File: src/design/assert_macros.svh
// Assertion macros shared by the course walker RTL.
// Included by modules that carry concurrent checks.
`ifndef ASSERT_MACROS_SVH
`define ASSERT_MACROS_SVH
// Implication checked on every clock edge outside reset.
`define CHK_IMPL(lbl, clk, rst_n, ante, cons) \
	lbl: assert property (@(posedge clk) disable iff (!rst_n) (ante) |-> (cons)) \
		else $error("check failed");
// Next-cycle implication checked outside reset.
`define CHK_NEXT(lbl, clk, rst_n, ante, cons) \
	lbl: assert property (@(posedge clk) disable iff (!rst_n) (ante) |=> (cons)) \
		else $error("check failed");
`endif

File: src/design/bbcw_pkg.sv
// Types and constants for the brick bond course walker.
// No dependencies.
package bbcw_pkg;
	localparam logic [2:0] ST_UNIT       = 3'd0;
	localparam logic [2:0] ST_BAD_EXTENT = 3'd1;
	localparam logic [2:0] ST_BAD_UNIT   = 3'd2;
	localparam logic [2:0] ST_CAP        = 3'd3;
	localparam logic [2:0] ST_ABOVE      = 3'd4;
	localparam logic [2:0] ST_EMPTY      = 3'd5;

	localparam logic [2:0] REG_BOND   = 3'd0;
	localparam logic [2:0] REG_LENGTH = 3'd1;
	localparam logic [2:0] REG_HEIGHT = 3'd2;
	localparam logic [2:0] REG_DEPTH  = 3'd3;
	localparam logic [2:0] REG_JOINT  = 3'd4;
	localparam logic [2:0] REG_MAXU   = 3'd5;

	localparam logic [1:0] BOND_STACK    = 2'd0;
	localparam logic [1:0] BOND_RUNNING  = 2'd1;
	localparam logic [1:0] BOND_ENGLISH  = 2'd2;
	localparam logic [1:0] BOND_FLEMISH  = 2'd3;

	typedef struct packed {
		logic [11:0] course_number;
		logic [14:0] wall_half_length;
		logic [14:0] wall_half_height;
		logic [14:0] wall_half_depth;
	} in_item_t;

	typedef struct packed {
		logic [2:0]         status;
		logic [11:0]        course_out;
		logic [5:0]         unit_index;
		logic signed [15:0] span_start;
		logic [15:0]        span_length;
		logic signed [15:0] center_height;
		logic               is_header;
		logic               last;
	} out_item_t;

	typedef struct packed {
		logic [2:0]  index;
		logic [15:0] data;
	} cfg_wr_t;

	// divider handshake
	typedef struct packed {
		logic        start;
		logic [15:0] dividend;
		logic [16:0] divisor;
	} div_req_t;

	typedef struct packed {
		logic        done;
		logic [15:0] quotient;
	} div_rsp_t;
endpackage

File: src/design/bbcw_divider.sv
// Restoring radix-2 divider, one quotient bit per cycle.
// Uses bbcw_pkg.
module bbcw_divider
	import bbcw_pkg::*;
(
	input  logic     clk,
	input  logic     arst_n,
	input  div_req_t req,
	output div_rsp_t rsp
);
	logic [4:0]  cnt_q;
	logic        busy_q;
	logic        done_q;
	logic [15:0] quo_q;
	logic [16:0] rem_q;
	logic [16:0] dvs_q;
	logic [17:0] trial;

	assign trial = {rem_q, quo_q[15]} - {1'b0, dvs_q};

	always_ff @(posedge clk or negedge arst_n) begin
		if (!arst_n) begin
			busy_q <= 1'b0;
			cnt_q  <= '0;
			done_q <= 1'b0;
		end else begin
			done_q <= 1'b0;
			if (req.start) begin
				busy_q <= 1'b1;
				cnt_q  <= 5'd16;
			end else if (busy_q) begin
				cnt_q <= cnt_q - 5'd1;
				if (cnt_q == 5'd1) begin
					busy_q <= 1'b0;
					done_q <= 1'b1;
				end
			end
		end
	end

	always_ff @(posedge clk) begin
		if (req.start) begin
			quo_q <= req.dividend;
			rem_q <= '0;
			dvs_q <= req.divisor;
		end else if (busy_q) begin
			if (!trial[17]) begin
				rem_q <= trial[16:0];
				quo_q <= {quo_q[14:0], 1'b1};
			end else begin
				rem_q <= {rem_q[15:0], quo_q[15]};
				quo_q <= {quo_q[14:0], 1'b0};
			end
		end
	end

	assign rsp = '{done: done_q, quotient: quo_q};

	`include "assert_macros.svh"
	`CHK_NEXT(a_div_busy, clk, arst_n, req.start, busy_q)
	`CHK_IMPL(a_div_done, clk, arst_n, rsp.done, !busy_q)
endmodule

File: src/design/brick_bond_course_walker_unit.sv
// Brick bond course walker top level: sequencer, registers and output stage.
// Uses bbcw_pkg, bbcw_divider and assert_macros.svh.
//
// One input item lays one course. After acceptance the block makes the extent
// and unit checks, runs the serial course-count divider and its hand-off, sets
// up the course, then walks one unit position per cycle (up to
// MAX_UNITS_PER_COURSE) unless a found unit waits on a stalled output, and
// closes the course. Each found unit waits in a pending register until the
// next unit or the end of the course shows whether it is the last, then moves
// to the output register. A failed check or a reached cap gives its status
// result straight after the checks; an above-wall result comes after course
// setup. A stalled output holds the walk and the close. Input stall is high
// from acceptance until the final result for that item enters the output
// register.
module brick_bond_course_walker_unit
	import bbcw_pkg::*;
#(
	parameter int MAX_UNITS_PER_COURSE = 64
) (
	input  logic      clk,
	input  logic      arst_n,
	input  logic      in_valid,
	output logic      in_stall,
	input  in_item_t  in_data,
	output logic      out_valid,
	input  logic      out_stall,
	output out_item_t out_data,
	input  logic      cfg_valid,
	output logic      cfg_ready,
	input  cfg_wr_t   cfg
);
	localparam int IW = (MAX_UNITS_PER_COURSE > 1) ? $clog2(MAX_UNITS_PER_COURSE) : 1;

	localparam logic [2:0] S_IDLE  = 3'd0;
	localparam logic [2:0] S_CHECK = 3'd1;
	localparam logic [2:0] S_DIV   = 3'd2;
	localparam logic [2:0] S_SETUP = 3'd3;
	localparam logic [2:0] S_WALK  = 3'd4;
	localparam logic [2:0] S_FLUSH = 3'd5;

	logic [1:0]  bond_q;
	logic [15:0] len_q, hgt_q, dep_q, jnt_q, maxu_q;
	logic [15:0] units_q;
	logic        cap_q;
	logic [2:0]  state_q;
	in_item_t    item_q;
	logic [IW:0] idx_q;
	logic signed [19:0] x_q;
	logic signed [19:0] y_q;
	out_item_t   pend_q;
	logic        pend_v_q;
	div_req_t    dreq;
	div_rsp_t    drsp;

	assign cfg_ready = 1'b1;
	assign in_stall  = (state_q != S_IDLE);

	logic bad_ext, bad_unit, chk_stat;
	assign bad_ext  = (item_q.wall_half_length <= 15'd1) || (item_q.wall_half_height <= 15'd1)
		|| (item_q.wall_half_depth <= 15'd1);
	assign bad_unit = (len_q <= 16'd1) || (hgt_q <= 16'd1) || (dep_q <= 16'd1);
	assign chk_stat = bad_ext || bad_unit || cap_q;

	bbcw_divider u_div (.clk(clk), .arst_n(arst_n), .req(dreq), .rsp(drsp));

	assign dreq = '{start: (state_q == S_CHECK) && !chk_stat,
		dividend: {item_q.wall_half_height, 1'b0},
		divisor: {1'b0, hgt_q} + {1'b0, jnt_q}};

	// walk datapath
	logic signed [19:0] hl, face, xend, cs, ce, clen;
	logic hdr, odd;
	assign hl   = 20'(item_q.wall_half_length);
	assign odd  = item_q.course_number[0];
	assign hdr  = (bond_q == BOND_FLEMISH) ? idx_q[0] : ((bond_q == BOND_ENGLISH) && odd);
	assign face = hdr ? 20'(dep_q) : 20'(len_q);
	assign xend = x_q + face;
	assign cs   = (x_q > -hl) ? x_q : -hl;
	assign ce   = (xend < hl) ? xend : hl;
	assign clen = ce - cs;

	logic [17:0] shamt;
	always_comb begin
		unique case (bond_q)
			BOND_RUNNING: shamt = {2'b0, len_q} + {2'b0, jnt_q};
			BOND_ENGLISH: shamt = {2'b0, dep_q} + {2'b0, jnt_q};
			BOND_FLEMISH: shamt = {2'b0, len_q} + {2'b0, dep_q} + {1'b0, jnt_q, 1'b0};
			default:      shamt = '0;
		endcase
	end

	logic [15:0] units_inc;
	assign units_inc = (units_q != 16'hFFFF) ? units_q + 16'd1 : units_q;

	logic walk_go, unit_hit, above, out_free, take, step, push;
	assign walk_go  = (idx_q < (IW+1)'(MAX_UNITS_PER_COURSE)) && (x_q < hl - 20'sd1);
	assign unit_hit = walk_go && (clen > 20'sd1);
	assign above    = {4'b0, item_q.course_number} >= drsp.quotient;
	assign out_free = !out_valid || !out_stall;
	// a found unit replaces the pending one, which moves to the output first
	assign take = (state_q == S_WALK) && unit_hit && (!pend_v_q || out_free);
	assign step = (state_q == S_WALK) && walk_go && (!unit_hit || take);
	assign push = ((state_q == S_WALK) && unit_hit && pend_v_q && out_free)
		|| ((state_q == S_FLUSH) && out_free);

	function automatic out_item_t stat_res(input logic [2:0] st, input logic [11:0] c);
		out_item_t r;
		r = '0;
		r.status = st;
		r.course_out = c;
		r.last = 1'b1;
		return r;
	endfunction

	out_item_t unit_res;
	always_comb begin
		unit_res = '0;
		unit_res.status = ST_UNIT;
		unit_res.course_out = item_q.course_number;
		unit_res.unit_index = 6'(idx_q);
		unit_res.span_start = 16'(cs);
		unit_res.span_length = 16'(clen);
		unit_res.center_height = 16'(y_q);
		unit_res.is_header = hdr;
		// the unit that reaches the cap closes the course
		unit_res.last = (units_inc >= maxu_q);
	end

	always_ff @(posedge clk or negedge arst_n) begin
		if (!arst_n) begin
			bond_q <= BOND_RUNNING;
			len_q  <= 16'd880;
			hgt_q  <= 16'd266;
			dep_q  <= 16'd420;
			jnt_q  <= 16'd41;
			maxu_q <= 16'd4096;
		end else if (cfg_valid) begin
			unique case (cfg.index)
				REG_BOND:   bond_q <= cfg.data[1:0];
				REG_LENGTH: len_q  <= cfg.data;
				REG_HEIGHT: hgt_q  <= cfg.data;
				REG_DEPTH:  dep_q  <= cfg.data;
				REG_JOINT:  jnt_q  <= cfg.data;
				REG_MAXU:   maxu_q <= cfg.data;
				default: ;
			endcase
		end
	end

	always_ff @(posedge clk or negedge arst_n) begin
		if (!arst_n) begin
			state_q   <= S_IDLE;
			units_q   <= '0;
			cap_q     <= 1'b0;
			out_valid <= 1'b0;
			pend_v_q  <= 1'b0;
			idx_q     <= '0;
		end else begin
			if (push) out_valid <= 1'b1;
			else if (!out_stall) out_valid <= 1'b0;
			unique case (state_q)
				S_IDLE: begin
					if (in_valid) begin
						state_q <= S_CHECK;
						if (in_data.course_number == 12'd0) begin
							units_q <= '0;
							cap_q   <= 1'b0;
						end
					end
				end
				S_CHECK: begin
					if (chk_stat) begin
						pend_v_q <= 1'b1;
						state_q  <= S_FLUSH;
					end else state_q <= S_DIV;
				end
				S_DIV: begin
					if (drsp.done) state_q <= S_SETUP;
				end
				S_SETUP: begin
					idx_q <= '0;
					if (above) begin
						pend_v_q <= 1'b1;
						state_q  <= S_FLUSH;
					end else state_q <= S_WALK;
				end
				S_WALK: begin
					if (!walk_go) begin
						pend_v_q <= 1'b1;
						state_q  <= S_FLUSH;
					end else if (step) begin
						idx_q <= idx_q + (IW+1)'(1);
						if (take) begin
							pend_v_q <= 1'b1;
							units_q  <= units_inc;
							if (units_inc >= maxu_q) begin
								cap_q   <= 1'b1;
								state_q <= S_FLUSH;
							end
						end
					end
				end
				S_FLUSH: begin
					if (out_free) begin
						pend_v_q <= 1'b0;
						state_q  <= S_IDLE;
					end
				end
				default: state_q <= S_IDLE;
			endcase
		end
	end

	// payload side
	logic signed [19:0] ybase;
	assign ybase = -20'(item_q.wall_half_height) + 20'(hgt_q >> 1);
	always_ff @(posedge clk) begin
		if (state_q == S_IDLE && in_valid) item_q <= in_data;
		if (state_q == S_CHECK) begin
			y_q <= ybase;
			if (odd) x_q <= -hl - 20'(shamt >> 1);
			else     x_q <= -hl;
			priority if (bad_ext) pend_q <= stat_res(ST_BAD_EXTENT, item_q.course_number);
			else if (bad_unit)    pend_q <= stat_res(ST_BAD_UNIT, item_q.course_number);
			else                  pend_q <= stat_res(ST_CAP, item_q.course_number);
		end
		if (state_q == S_SETUP) begin
			y_q    <= y_q + 20'(item_q.course_number) * 20'(dreq.divisor);
			pend_q <= stat_res(ST_ABOVE, item_q.course_number);
		end
		if (state_q == S_WALK) begin
			if (!walk_go) begin
				// close the course on the pending unit, or report it empty
				if (pend_v_q) pend_q.last <= 1'b1;
				else          pend_q <= stat_res(ST_EMPTY, item_q.course_number);
			end else if (step) begin
				x_q <= xend + 20'(jnt_q);
				if (take) pend_q <= unit_res;
			end
		end
		if (push) out_data <= pend_q;
	end

	`include "assert_macros.svh"
	`CHK_IMPL(a_stall_busy, clk, arst_n, state_q == S_WALK, in_stall)
	`CHK_NEXT(a_cap_sticky, clk, arst_n, cap_q && !(state_q == S_IDLE && in_valid), cap_q)
	`CHK_IMPL(a_div_once, clk, arst_n, drsp.done, state_q == S_DIV)
	`CHK_NEXT(a_out_hold, clk, arst_n, out_valid && out_stall, out_valid && $stable(out_data))
endmodule
File: config.mk
export PLATFORM = sky130hd
export DESIGN_NAME = brick_bond_course_walker_unit
export DESIGN_NICKNAME = d
export VERILOG_FILES = /design/src/design/bbcw_pkg.sv /design/src/design/bbcw_divider.sv /design/src/design/brick_bond_course_walker_unit.sv
export VERILOG_INCLUDE_DIRS = /design/src /design/src/design
export SDC_FILE = /design/constraint.sdc
export NUM_CORES = 1
export LEC_CHECK = 0
export BUFFER_PORTS_ARGS = -buffer_cell sky130_fd_sc_hd__buf_2
export CORE_ASPECT_RATIO = 1.75
export CORE_MARGIN = 1
export CORE_UTILIZATION = 40
export DETAILED_ROUTE_END_ITERATION = 12
export RECOVER_POWER = 25
export SYNTH_ARGS = -nofsm -noshare
export SYNTH_HDL_FRONTEND = slang
export SYNTH_SLANG_ARGS = --single-unit
File: constraint.sdc
create_clock -name clk -period 13.85 [get_ports clk]
set_input_delay 1.385 -clock clk [delete_from_list [all_inputs] [get_ports clk]]
set_output_delay 1.385 -clock clk [all_outputs]
set_load 0.05 [all_outputs]
==> results_dict.tcl <==
set metrics [dict create \
    syn_avg_cell_area_um2 9.81 \
    cp_data_arrival_time_ps 11830 \
    layout.nets 3618 \
    r2r_setup_slack_ps 2470 \
    die_h_um 361 \
    cts.path.max_buffers 3 \
    syn_nets 3492 \
    dr.pass1.iters 5 \
    crit-reg2reg-launch "bond_q[0]$_DFFE_PN1P_" \
    yosys_warnings 0 \
    fin_worst_skew_ps 37.2 \
    violations "capacitance limit, slew limit" \
    worstSetupPathType "reg2reg" \
    insertion_delay_ps 610 \
    status "finished, violations left" \
    vias 22500 \
    core-area_um2 72900 \
    whs_ps 426 \
    critPathRequiredTime_ps 14300 \
    grt_first_pass_wirelength_mm 133 \
    ys_ff_latch 402 \
    cts_buffers 42 \
    cp_max_fo 33 \
    crit_slowest_cell "a2111oi_0" \
    max_cap_viol_count 1 \
    design.die.area_um2 74800 \
    r2r_cells 43 \
    cts_resized 0 \
    min_period_ps 11380 \
    syn_inst 3001 \
    synthDistinctLibCells 91 \
    hpwl_mm 69.4 \
    root_buffer "clkbuf_16" \
    cp_top_family "compound AO/OA/AOI/OAI gates" \
    synth_edf_count 175 \
    wl_per_cell_um 21.3 \
    ant_nets 0 \
    slew_viol_final 52 \
    cpMostUsedCell "ha_1" \
    fmax_mhz 87.9 \
    rr_endpoint "pend_q[56]$_DFF_P_" \
    crit_path_max_incr_delay_ps 800 \
    layout-drive-gt1-share_pct 13.5 \
    min_delay_worst_endpoint "out_data[62]$_DFFE_PP_" \
    grt_max_degree 69 \
    whs_path_depth 0 \
    worst_slack_ps 2470 \
    cts_tree "yes" \
    cts.sinks 402 \
    rsz0062_at_grt "no" \
    drtIter0Drc 1049 \
    cts_setup_buffers 0 \
    start_util_pct 40.4 \
    numPortBuffers 152 \
    preCtsSetupSlack_ps 2410 \
    setup_violations 0 \
    synthArstFlopShare_pct 29.4 \
    gp_congestion 0.987 \
    drt_wl_total_mm 87.2 \
    cp-start-kind "flip-flop" \
    grt_use_total_pct 23.5 \
    synthFlopType "edfxtp_1" \
    fp-row-count 131 \
    chipWidth_um 207 \
    cp-end-kind "flip-flop" \
    syn-cell-area_um2 29500 \
    antenna_found_initial 6 \
    gr-total-overflow 0 \
    hold_buffers 0 \
    tightest_slew_ps 2790 \
    area_delta_synth_final_pct 11.3 \
    tns_ps 0 \
    max-slew-margin-rel_pct -85.7 \
    viasPerCell 5.50 \
    worst-path-buf-inv 6 \
    hold_violations 0 \
    clkTransAtPathRegs_ps 70 \
    cts-htree-levels 2 \
    synth-seq-area-share_pct 35.3 \
    hold_class "reg2reg" \
    min-delay-start "pend_q[62]$_DFF_P_" \
    grt_pass1_vias 23300 \
    drc_errors 0 \
    ios 155 \
    fin_crit_sh_pct 82.2 \
]
## synth_stat cells, drive strengths merged (20+ instances only)
cell	n	share of area, %
and2	42	0.89
clkbuf	79	1.0
nor4	23	0.49
nor2b	37	0.79
a22o	25	0.74
dfxtp	109	7.4
ha	294	12
and3	24	0.51
xor2	49	1.5
a22oi	31	0.79
fa	116	7.9
a31oi	20	0.42
dfrtp	101	8.6
or3	21	0.45
nor2	150	1.9
o21ai	184	3.1
xnor2	120	3.6
a21oi	179	3.1
nand2	295	3.8
mux2i	36	1.2
a211oi	35	0.91
edfxtp	175	18
o21a	22	0.56
buf	24	0.43
nand4	30	0.64
or2	20	0.42
nor3	65	1.2
mux2	134	5.1
a21o	52	1.3
inv	264	3.4
nand2b	30	0.64
nand3	49	0.83
## state kept, by name, summed over array words and instances, names as in the netlist, 17 cells and up
signal and count:
x_q 20, u_div.dvs_q 17, u_div.rem_q 17, item_q 26
out_data 71, pend_q 71
## layout by cell type (no fill, tap or decap), types with 101 or more instances in the layout
| cell type | count |
|---|---|
| nand2_1 | 295 |
| ha_1 | 294 |
| inv_1 | 264 |
| a21oi_1 | 178 |
| o21ai_0 | 175 |
| edfxtp_1 | 175 |
| nor2_1 | 149 |
| buf_2 | 137 |
| mux2_2 | 123 |
| xnor2_1 | 119 |
| fa_1 | 116 |
| dfxtp_1 | 109 |
| dfrtp_1 | 101 |
## through the flow
| step | utilization (%) | area (um^2) | cells |
|---|---|---|---|
| after global routing | 44.9 | 32800 | 4096 |
| final | 44.9 | 32800 | 4097 |
| after floorplan | - | 29500 | 3001 |
| after global placement | 42.9 | 31300 | 4014 |
| after detailed placement | 42.9 | 31300 | 4014 |
| after CTS | 45.0 | 32800 | 4092 |
## worst max path at each step
stage / from / end / depth (start not counted)
6_report: bond_q[0]$_DFFE_PN1P_ / pend_q[56]$_DFF_P_ / 43
3_3_place_gp: bond_q[0]$_DFFE_PN1P_ / pend_q[56]$_DFF_P_ / 43
3_5_place_dp: bond_q[0]$_DFFE_PN1P_ / pend_q[56]$_DFF_P_ / 43
2_1_floorplan: bond_q[0]$_DFFE_PN1P_ / out_data[0]$_DFFE_PP_ / 43
5_1_grt: bond_q[0]$_DFFE_PN1P_ / pend_q[38]$_DFF_P_ / 44
4_1_cts: bond_q[0]$_DFFE_PN1P_ / pend_q[56]$_DFF_P_ / 43
## metal layers
layer,track usage (%),share of wire (%)
met5,0,0
met4,17.4,7.8
met3,2.37,2.8
met2,46.1,55
met1,22.3,34
## logic make-up after synthesis
family                   count (synthesis)  synth area share [%]
adder cells (fa/ha/maj)                410                  20.4
XOR/XNOR                               173                  5.40
flip-flops                             402                  35.3
AND/OR/NAND/NOR                        812                  13.4
other                                    1                0.0127
AO/OA/AOI/OAI                          666                  14.4
multiplexers                           170                  6.35
buffers and inverters                  367                  4.80
## final cells by class
cell class / count / area (um^2)
fill: 7026 / 40200
multi-input combinational: 2232 / 17700
sequential: 402 / 10400
tap: 931 / 1160
clock buffer: 49 / 1120
inverter: 264 / 991
timing repair buffer: 185 / 982
clock inverter: 29 / 398
antenna: 5 / 12.5
Power is left out: the tool's default activity adds up to more than one toggle a clock period on the data nets, which glitch-free logic cannot reach.
